`config.mk`:
```
export PLATFORM = sky130hd
export DESIGN_NAME = snd_eval
export DESIGN_NICKNAME = d
export VERILOG_FILES = /design/src/design/snd_pkg.sv /design/src/design/snd_eval.sv
export SDC_FILE = /design/constraint.sdc
export NUM_CORES = 1
export LEC_CHECK = 0
export ABC_AREA = 0
export BUFFER_PORTS_ARGS = -buffer_cell sky130_fd_sc_hd__buf_2
export CELL_PAD_IN_SITES_DETAIL_PLACEMENT = 0
export CELL_PAD_IN_SITES_GLOBAL_PLACEMENT = 1
export CORE_MARGIN = 2
export CORE_UTILIZATION = 31
export DETAILED_ROUTE_END_ITERATION = 12
export PLACE_DENSITY = 0.95
export SLEW_MARGIN = 20
export SYNTH_ARGS = -nofsm -noshare
export SYNTH_HDL_FRONTEND = slang
export SYNTH_SLANG_ARGS = --single-unit
```
`constraint.sdc`:
```
create_clock -name vclk -period 16.8
set_input_delay 2.52 -clock vclk [all_inputs]
set_output_delay 2.52 -clock vclk [all_outputs]
set_load 0.01 [all_outputs]
```
`src/design/snd_pkg.sv`:
```
`default_nettype none

package snd_pkg;

    // buffer and message geometry
    localparam int META_LEN    = 5;
    localparam int COUNT_LIMIT = 511;
    localparam int COUNT_W     = $clog2(COUNT_LIMIT + 1);
    localparam int CAP_DEPTH   = 14;
    localparam int CAP_LO      = 2;
    localparam int HDR_LEN     = 2;
    localparam int MIN_BUFFERED = 6;

    // header and message codes
    localparam logic [7:0] BYTE_HDR0      = 8'hEF;
    localparam logic [7:0] BYTE_HDR1      = 8'hDD;
    localparam logic [7:0] TYPE_INFO      = 8'h07;
    localparam logic [7:0] TYPE_EVENT     = 8'h0C;
    localparam logic [7:0] EVT_WEIGHT     = 8'd5;
    localparam logic [7:0] EVT_WEIGHT_ALT = 8'd11;
    localparam logic [7:0] SIGN_LIMIT     = 8'd1;

    // header field positions in the capture
    localparam int POS_TYPE  = 2;
    localparam int POS_LEN   = 3;
    localparam int POS_EVENT = 4;

    // payload offsets for the two weight events
    localparam int OFF_SHORT = META_LEN;
    localparam int OFF_LONG  = META_LEN + 3;

    typedef logic [COUNT_W-1:0] count_t;
    typedef logic [CAP_DEPTH-1:CAP_LO][7:0] cap_t;

    typedef struct packed {
        logic       mode;
        logic [7:0] data_byte;
        logic       chunk_end;
    } in_item_t;

    typedef struct packed {
        logic        responding;
        logic        weight_valid;
        logic [23:0] weight_magnitude;
        logic [7:0]  decimal_places;
        logic        weight_negative;
        logic        first_weight;
    } out_item_t;

    typedef struct packed {
        count_t total_count;
        logic   header_found;
        logic   last_was_ef;
        count_t framed_count;
        logic   responding;
        logic   weight_seen;
    } state_t;

    // saturating count step
    function automatic count_t sat_inc(input count_t v);
        count_t r;
        if (v < count_t'(COUNT_LIMIT))
        begin
            r = v + 1'b1;
        end
        else
        begin
            r = count_t'(COUNT_LIMIT);
        end
        return r;
    endfunction

endpackage

`default_nettype wire

```
`src/design/snd_eval.sv`:
```
`default_nettype none

module snd_eval
    import snd_pkg::*;
(
    input  wire in_item_t  item,
    input  wire state_t    st,
    input  wire cap_t      cap,
    output state_t         st_next,
    output cap_t           cap_next,
    output out_item_t      res,
    output logic           res_valid
);

    count_t     tc;
    count_t     fc;
    logic       hf;
    logic       lef;
    logic       resp;
    logic       seen;
    cap_t       c;
    logic [7:0] msg_type;
    logic [7:0] msg_len;
    logic [7:0] msg_event;
    count_t     msg_end;
    logic       long_form;
    count_t     need;

    always_comb
    begin
        tc        = st.total_count;
        fc        = st.framed_count;
        hf        = st.header_found;
        lef       = st.last_was_ef;
        resp      = st.responding;
        seen      = st.weight_seen;
        c         = cap;
        res       = '0;
        res_valid = 1'b0;
        msg_type  = c[POS_TYPE];
        msg_len   = c[POS_LEN];
        msg_event = c[POS_EVENT];
        msg_end   = '0;
        long_form = 1'b0;
        need      = '0;

        if (item.mode)
        begin
            // new connection
            tc   = '0;
            fc   = '0;
            hf   = 1'b0;
            lef  = 1'b0;
            resp = 1'b0;
            seen = 1'b0;
        end
        else
        begin
            // take the byte into the buffer
            tc = sat_inc(tc);
            if (hf)
            begin
                for (int i = CAP_LO; i < CAP_DEPTH; i++)
                begin
                    if (fc == count_t'(i))
                    begin
                        c[i] = item.data_byte;
                    end
                end
                fc = sat_inc(fc);
            end
            else if (lef && (item.data_byte == BYTE_HDR1))
            begin
                hf  = 1'b1;
                lef = 1'b0;
                fc  = count_t'(HDR_LEN);
            end
            else
            begin
                lef = (item.data_byte == BYTE_HDR0);
            end

            // header fields after the new byte
            msg_type  = c[POS_TYPE];
            msg_len   = c[POS_LEN];
            msg_event = c[POS_EVENT];
            msg_end   = count_t'(META_LEN) + count_t'(msg_len);
            long_form = (msg_event == EVT_WEIGHT_ALT);
            need      = long_form ? count_t'(OFF_LONG + 6) : count_t'(OFF_SHORT + 6);

            // evaluation at notification end
            res_valid = item.chunk_end;
            if (item.chunk_end && (tc >= count_t'(MIN_BUFFERED)))
            begin
                if (!hf)
                begin
                    tc  = '0;
                    fc  = '0;
                    lef = 1'b0;
                end
                else
                begin
                    tc = fc;
                    if (fc >= count_t'(META_LEN + 1))
                    begin
                        if (msg_type != TYPE_INFO)
                        begin
                            resp = 1'b1;
                        end
                        if (fc >= msg_end)
                        begin
                            if ((msg_type == TYPE_EVENT) &&
                                ((msg_event == EVT_WEIGHT) || long_form) &&
                                (fc >= need))
                            begin
                                res.weight_valid = 1'b1;
                                res.first_weight = !seen;
                                seen             = 1'b1;
                                if (long_form)
                                begin
                                    res.weight_magnitude = {c[OFF_LONG + 2], c[OFF_LONG + 1],
                                                            c[OFF_LONG]};
                                    res.decimal_places   = c[OFF_LONG + 4];
                                    res.weight_negative  = (c[OFF_LONG + 5] > SIGN_LIMIT);
                                end
                                else
                                begin
                                    res.weight_magnitude = {c[OFF_SHORT + 2], c[OFF_SHORT + 1],
                                                            c[OFF_SHORT]};
                                    res.decimal_places   = c[OFF_SHORT + 4];
                                    res.weight_negative  = (c[OFF_SHORT + 5] > SIGN_LIMIT);
                                end
                            end
                            tc  = '0;
                            fc  = '0;
                            hf  = 1'b0;
                            lef = 1'b0;
                        end
                    end
                end
            end
        end

        res.responding       = resp;
        st_next.total_count  = tc;
        st_next.framed_count = fc;
        st_next.header_found = hf;
        st_next.last_was_ef  = lef;
        st_next.responding   = resp;
        st_next.weight_seen  = seen;
        cap_next             = c;
    end

endmodule

`default_nettype wire

```
## Word level (Yosys, flattened, before mapping)

Cells that the tools add are included.

| operators by class | value |
|---|---|
| divide/modulo/power cells | 0 |
| reductions and logical operators | 6 |
| eq/ne operators | 18 |
| magnitude comparators | 8 |
| multiply operators | 0 |
| bitwise operators | 0 |
| add/sub/neg operators | 3 |
| shifts and indexed selects | 0 |
| multiplexer cells | 63 |

Operator list:

| cell | count |
|---|---|
| $mux W96 | 3 |
| $mux W35 | 6 |
| $mux W9 | 13 |
| $mux W8 | 12 |
| $eq A9 B4 Y1 const B | 6 |
| $eq A9 B3 Y1 const B | 4 |
| $mux W33 | 1 |
| $mux W1 | 27 |
| $add A9 B1 Y9 const B | 2 |
| $eq A9 B2 Y1 const B | 2 |
| $ge A9 B3 Y1 const B | 2 |
| $lt A9 B9 Y1 const B | 2 |
| $eq A8 B4 Y1 const B | 2 |
| $eq A8 B8 Y1 const B | 2 |
| $gt A8 B1 Y1 const B | 2 |
| $add A3 B8 Y9 const A | 1 |
| $ge A9 B4 Y1 | 1 |
| $ge A9 B9 Y1 | 1 |
| $eq A8 B3 Y1 const B | 1 |
| $ne A8 B3 Y1 const B | 1 |
| $logic_and A1 B1 Y1 | 4 |
| $mux W3 | 1 |
| $logic_not A1 Y1 | 1 |
| $logic_or A1 B1 Y1 | 1 |

| word-level totals | value |
|---|---|
| output and inout port bits | 155 |
| latch bits | 0 |
| bits in registers | 0 |
| memories kept | 0 |
| memory bits (read-only) | 0 |
| bits in writable memories | 0 |
| bits of input ports | 128 |
| logic and storage cells | 98 |

## Longest topological paths before layout

Gate-level depths: netlist of the first run.

| logic depth | value |
|---|---|
| word-level depth | 14 |
| mapped depth | 19 |
| gate-level depth less buffers | 14 |

## Least setup slack after synthesis of the first run

OpenSTA, ideal clock, no wires.

| timing path | value |
|---|---|
| path type | input to output |
| start point | input st[2] (netlist bit) |
| end point | output st_next[14] (netlist bit) |
| path buffers | 2 |
| arrival | 6.695 ns |
| slack | 7.585 ns |
| required time | 14.280 ns |
| stages | 16 |
| cell sequence | ha_1 -> clkbuf_1 -> or3b_2 -> or4_1 -> clkbuf_1 -> mux2i_1 -> nand3_1 -> xnor2_1 -> mux2i_1 -> ha_1 -> o21a_1 -> o21a_1 -> o31a_1 -> a311oi_1 -> a211oi_1 -> a2111oi_0 |

RTL lines:

| element | line | RTL |
|---|---|---|
| start: declaration | snd_eval.sv:7 | `input wire state_t st,` |
| end: declaration | snd_eval.sv:9 | `output state_t st_next,` |

==> flow_summary.toml, run 1 <==
[synth]
netlist_instances = 584
syn_avg_cell_area_um2 = 7.17
syn_area_um2 = 4190
yosys_warnings = 0
syn-num-nets = 728
ys_seq_area_frac = 0
yosys.cell_types.count = 65

[place]
dpl.hpwl_um = 15100
gp_congestion = 0.919
dp_worst_setup_slack_ps = 6610
port_buffers = 283

[timing]
worst_slack_ps = 6490
worstMarginPinSlew_ps = 1020
hold_viol = 0
slew_viol_final = 0
setup_viol = 0
max_freq_mhz = 97.0
finalSetupTns_ps = 0
timing.final.crit_share = 0.614
period_needed_ps = 10310
relSlewSlack = 0.313
rsz0062_at_grt = "no"

[worst_setup_path]
cp.arrival_ps = 7790
crit_slowest_cell = "a2111o_2"
worst_setup_path_start_kind = "input pin"
cp_slowest_stage_delay_ps = 830
worstPathMaxFanout = 36
critPathRequiredTime_ps = 14280
criticalPathCategory = "input pin to output port"
crit_path_end_kind = "output port"
crit_chain = "buf_2 > ha_1 > or3b_2 > or4_1 > mux2i_1 > nand3_1 > xnor2_1 > mux2i_1 > ha_1 > o21a_1 > o21a_1 > o31a_1 > a311oi_1 > a2111o_2 > o21ai_0 > buf_2"

[global_route]
grtUsageTotal = 0.247
grt_pass1_wl_um = 28800
grt_pass1_vias = 5182
grt_remaining_overflow = 0
grt_max_degree = 47
antenna_found_initial = 1

[cells_and_area]
regArea_um2 = 0
final_cell_mix = "buf_2, mux2_2, nand2_1, nor2_1, o21ai_0"
finalNetCount = 958
area_growth_pct = 32.9
drive_gt1_frac = 0.521
final_core_util = 0.420
final_common_cell = "buf_2"
n_clock_buffer = 0
seq_cells = 0

[detailed_routing]
ant_nets = 0
dr.pass1.iters = 5
drt_iter0_markers = 385
wl_per_cell_um = 19.5
vias = 5552
routed_wl_um = 19300
drc = 0
viasPerCell = 5.61

[pwr]
power_frac_seq = 0
switching_share = 0.578
p_per_area_nw_per_um2 = 21.2
p_comb_frac = 1.000
clock_power_share = 0
vdd_drop_max_uv = 9.91
intPower_uw = 49.8
p_sw_uw = 68.2
power_leakage_uw = 0.00269

[clocking]
cts_hold_buf = 0
post_cts_buffers = 0
post_cts_resized = 0

[die]
io-pin-count = 283
die_h_um = 120
die_w_um = 120
fp.coreArea_um2 = 13200
num_rows = 42
dieArea_um2 = 14500
floorplan.initialDensity = 0.316

[status]
run_status = "finished clean"

[hold_path]
hold_path_class = "input pin to output port"

[job]
maxCapViolCount = 0
-- critical path, delay by kind of cell --
kind            cells  cell delay [ps]
buf+inv             2              350
xor+xnor            1              180
simple gates        3             1390
mux                 2              660
compound gates      6             2010
fa+ha+maj           2              670
-- cells in the mapped netlist (4+ instances only) --
cell type | count | area [µm²]
nor3_2 | 16 | 160
nor3_1 | 12 | 60.1
nand2_1 | 53 | 199
mux2_2 | 92 | 1040
xor2_1 | 4 | 35.0
a211oi_2 | 8 | 100
mux2i_1 | 23 | 230
and3_1 | 7 | 43.8
and4_1 | 5 | 43.8
nand2b_1 | 4 | 25.0
a31oi_1 | 5 | 31.3
nand4_1 | 4 | 25.0
or4_1 | 4 | 30.0
a311oi_1 | 8 | 70.1
nand3b_1 | 4 | 30.0
buf_6 | 6 | 67.6
inv_1 | 16 | 60.1
o21ai_0 | 24 | 120
buf_1 | 4 | 15.0
nor4_1 | 13 | 81.3
a21oi_1 | 23 | 115
a211oi_1 | 10 | 75.1
ha_1 | 16 | 200
xnor2_1 | 11 | 96.3
o22ai_1 | 18 | 113
or3b_2 | 4 | 35.0
buf_4 | 5 | 37.5
nor2b_1 | 4 | 25.0
o211ai_1 | 4 | 30.0
clkbuf_1 | 41 | 154
nor2_1 | 53 | 199
nand3_1 | 23 | 115
-- layout make-up --
class,instances,area [µm²]
timing repair buffer,286,1440
antenna,1,2.50
multi-input combinational,507,3830
fill,1446,7670
tap,176,220
inverter,19,71.3
-- power groups by stage --
stage                     Sequential, µW  Clock [µW]  Combinational (µW)
after floorplan                        0           0                66.7
after global placement                 0           0                 116
after detailed placement               0           0                 116
after CTS                              0           0                 117
after global routing                   0  0.00000796                 128
final                                  0  0.00000796                 118
-- path summary, 6_finish.rpt --
check	from	to	slack [ps]	depth (start not counted)
hold / removal	st[0]	res[0]	5300	3
setup / recovery	st[2]	st_next[0]	6490	16
-- metrics by stage --
| step | total power [µW] | hold WS [ps] | area [µm²] | std cells |
|---|---|---|---|---|
| final | 118 | 5300 | 5570 | 989 |
| after global routing | 128 | 5310 | 5570 | 989 |
| after CTS | 117 | 5300 | 5570 | 988 |
| after detailed placement | 116 | 5300 | 5570 | 988 |
| after global placement | 116 | 5300 | 5570 | 988 |
| after floorplan | 66.7 | 5090 | 4190 | 584 |
-- per-layer routing --
layer,vias to the layer above,global-route usage,share of wire
met2,286,0.396,0.46
met3,28,0.0354,0.086
li1,2658,-,-
met4,0,0.0429,0.017
met1,2580,0.354,0.44
met5,-,0,0
-- cell families after synthesis --
logic type / synth area share
AOI/OAI and AO/OA: 0.218
xor gates and xnor gates: 0.0314
adders and majority gates: 0.0478
buffers and inverters: 0.0848
muxes: 0.308
and+or+nand+nor: 0.310
Note: power is estimated with default switching activity, not from simulation.
==> inputs of run 2 (changes only) <==
--- a/config.mk
+++ b/config.mk
@@ -5,14 +5,14 @@
 export SDC_FILE = /design/constraint.sdc
 export NUM_CORES = 1
 export LEC_CHECK = 0
-export ABC_AREA = 0
+export ABC_AREA = 1
 export BUFFER_PORTS_ARGS = -buffer_cell sky130_fd_sc_hd__buf_2
 export CELL_PAD_IN_SITES_DETAIL_PLACEMENT = 0
 export CELL_PAD_IN_SITES_GLOBAL_PLACEMENT = 1
 export CORE_MARGIN = 2
-export CORE_UTILIZATION = 31
+export CORE_UTILIZATION = 27
 export DETAILED_ROUTE_END_ITERATION = 12
-export PLACE_DENSITY = 0.95
+export PLACE_DENSITY = 0.9
 export SLEW_MARGIN = 20
 export SYNTH_ARGS = -nofsm -noshare
 export SYNTH_HDL_FRONTEND = slang
==> constraint.sdc (replaced) <==
create_clock -name vclk -period 9.7
set_input_delay 1.455 -clock vclk [all_inputs]
set_output_delay 1.455 -clock vclk [all_outputs]
set_load 0.01 [all_outputs]
==> run 2 against run 1 <==
Compared with the run above: via count grew 30%; count of clock-buffer cells in the layout unchanged; sequential share of layout area did not move; sequential cell count stayed put.
==> flow_summary.toml, run 2 <==
[die]
num_rows = 47
floorplan.initialDensity = 0.278
fp.coreArea_um2 = 16600
die_w_um = 135
dieArea_um2 = 18200
io-pin-count = 283
die_h_um = 135

[place]
place_area_um2 = 6040
port_buffers = 283
dpl.hpwl_um = 17600
gp_congestion = 0.919

[timing]
period_needed_ps = 7450
relSlewSlack = 0.390
setup_viol = 0
worstMarginPinSlew_ps = 914
finalSetupTns_ps = 0
max_freq_mhz = 134
timing.final.crit_share = 0.768
slew_viol_final = 0
rsz0062_at_grt = "no"
hold_viol = 0

[cells_and_area]
design_area_um2 = 6040
n_clock_buffer = 0
regArea_um2 = 0
final_cell_mix = "nand2_1, buf_2, o21ai_0"
drive_gt1_frac = 0.281
diodes = 0
finalNetCount = 1340
final_common_cell = "nand2_1"
area_growth_pct = 30.8
seq_cells = 0
fillers = 1933

[synth]
netlist_instances = 971
yosys_warnings = 0
ys_seq_area_frac = 0
syn_avg_cell_area_um2 = 4.76
synth_compound_area_frac = 0.234
synth-simple-area-share = 0.583
synth_top_family_by_area = "simple AND/OR/NAND/NOR gates"
syn_area_um2 = 4620
syn-num-nets = 1115
synthMuxAreaShare = 0
yosysTopAreaCell = "nand2_1"
synth_common_cells = "nand2_1, o21ai_0, nor2_1"
synthMostInstantiatedCell = "nand2_1"
yosys-top-cells-area = "nand2_1, o21ai_0, nand3_1"
synth_fa_ha_area_frac = 0.0433
synth_top_area_frac = 0.270
synthXorXnorAreaFrac = 0.00569
yosys.cell_types.count = 36

[worst_setup_path]
worst_setup_path_start_kind = "input pin"
crit_path_end_kind = "output port"
cp.arrival_ps = 5990
criticalPathCategory = "input pin to output port"
critPathRequiredTime_ps = 8250
worstPathMaxFanout = 36

[global_route]
antenna_found_initial = 1
grt_remaining_overflow = 0
grtUsageTotal = 0.230
grt_pass1_wl_um = 33800
grt_max_degree = 113
grt_pass1_vias = 6335

[job]
maxCapViolCount = 0

[clocking]
post_cts_resized = 0
post_cts_buffers = 0
cts_hold_buf = 0

[detailed_routing]
drc = 0
dr.pass1.iters = 5
ant_nets = 0
drt_iter0_markers = 707
wl_per_cell_um = 16.1
routed_wl_um = 22700
vias = 7196
viasPerCell = 5.09

[pwr]
vdd_drop_max_uv = 19.2
p_comb_frac = 1.000
clock_power_share = 0
p_sw_uw = 168
p_per_area_nw_per_um2 = 42.5
power_frac_seq = 0
intPower_uw = 88.4
power_leakage_uw = 0.00350
switching_share = 0.656

[status]
run_status = "finished clean"

[hold_path]
hold_path_class = "input pin to output port"
## run 2: final cells by class
class                           count  area, µm²  share of cell area
Tap cell                          220        275              0.0455
Timing Repair Buffer              288       1460               0.241
Multi-Input combinational cell    826       4010               0.664
Inverter                           80        300              0.0497
## run 2: metal layers
metal	track usage	routed length, µm
met5	0	0
met4	0.0462	493
met3	0.0225	1970
met2	0.380	10300
met1	0.326	9950
## run 2: worst paths after layout
check	startpoint	end	slack (ps)	depth (start not counted)
max	st[2]	res[3]	2250	20
min	st[0]	res[0]	3170	3
## run 2: worst max-delay path: stages
cell and delay (ps):
buf_2 130, inv_1 140, ha_1 160, nand3_1 110, nor2_4 280, nand2_2 230, o21ai_2 200, nand2_1 100
nor2_4 690, nand2_4 480, ha_1 460, inv_1 40, a21boi_0 150, nand3_1 100, nand2_1 60, nand2_1 40
nand3_1 120, nand3_4 470, nor3_1 340, buf_2 180
## run 2: power groups by stage
stage / clock network [µW] / registers [µW] / logic (µW)
global route: 0 / 0 / 283
CTS: 0 / 0 / 253
finish: 0 / 0 / 257
detailed placement: 0 / 0 / 252
global placement: 0 / 0 / 251
floorplan: 0 / 0 / 146
## run 2: kinds of logic after synthesis
logic type,Yosys count
AO/OA/AOI/OAI,206
buffers and inverters,145
AND/OR/NAND/NOR,601
XOR/XNOR,3
adder cells (fa/ha/maj),16
## run 2: per-stage QoR
| step | utilization | worst slack (ps) | power [µW] | cells | hold WS [ps] |
|---|---|---|---|---|---|
| 3_5_place_dp | 0.363 | 2270 | 252 | 1414 | 3170 |
| 6_report | 0.363 | 2250 | 257 | 1414 | 3170 |
| 3_3_place_gp | 0.363 | 2290 | 251 | 1414 | 3170 |
| 4_1_cts | 0.363 | 2240 | 253 | 1414 | 3170 |
| 2_1_floorplan | - | 3860 | 146 | 971 | 2960 |
| 5_1_grt | 0.363 | 1720 | 283 | 1414 | 3190 |
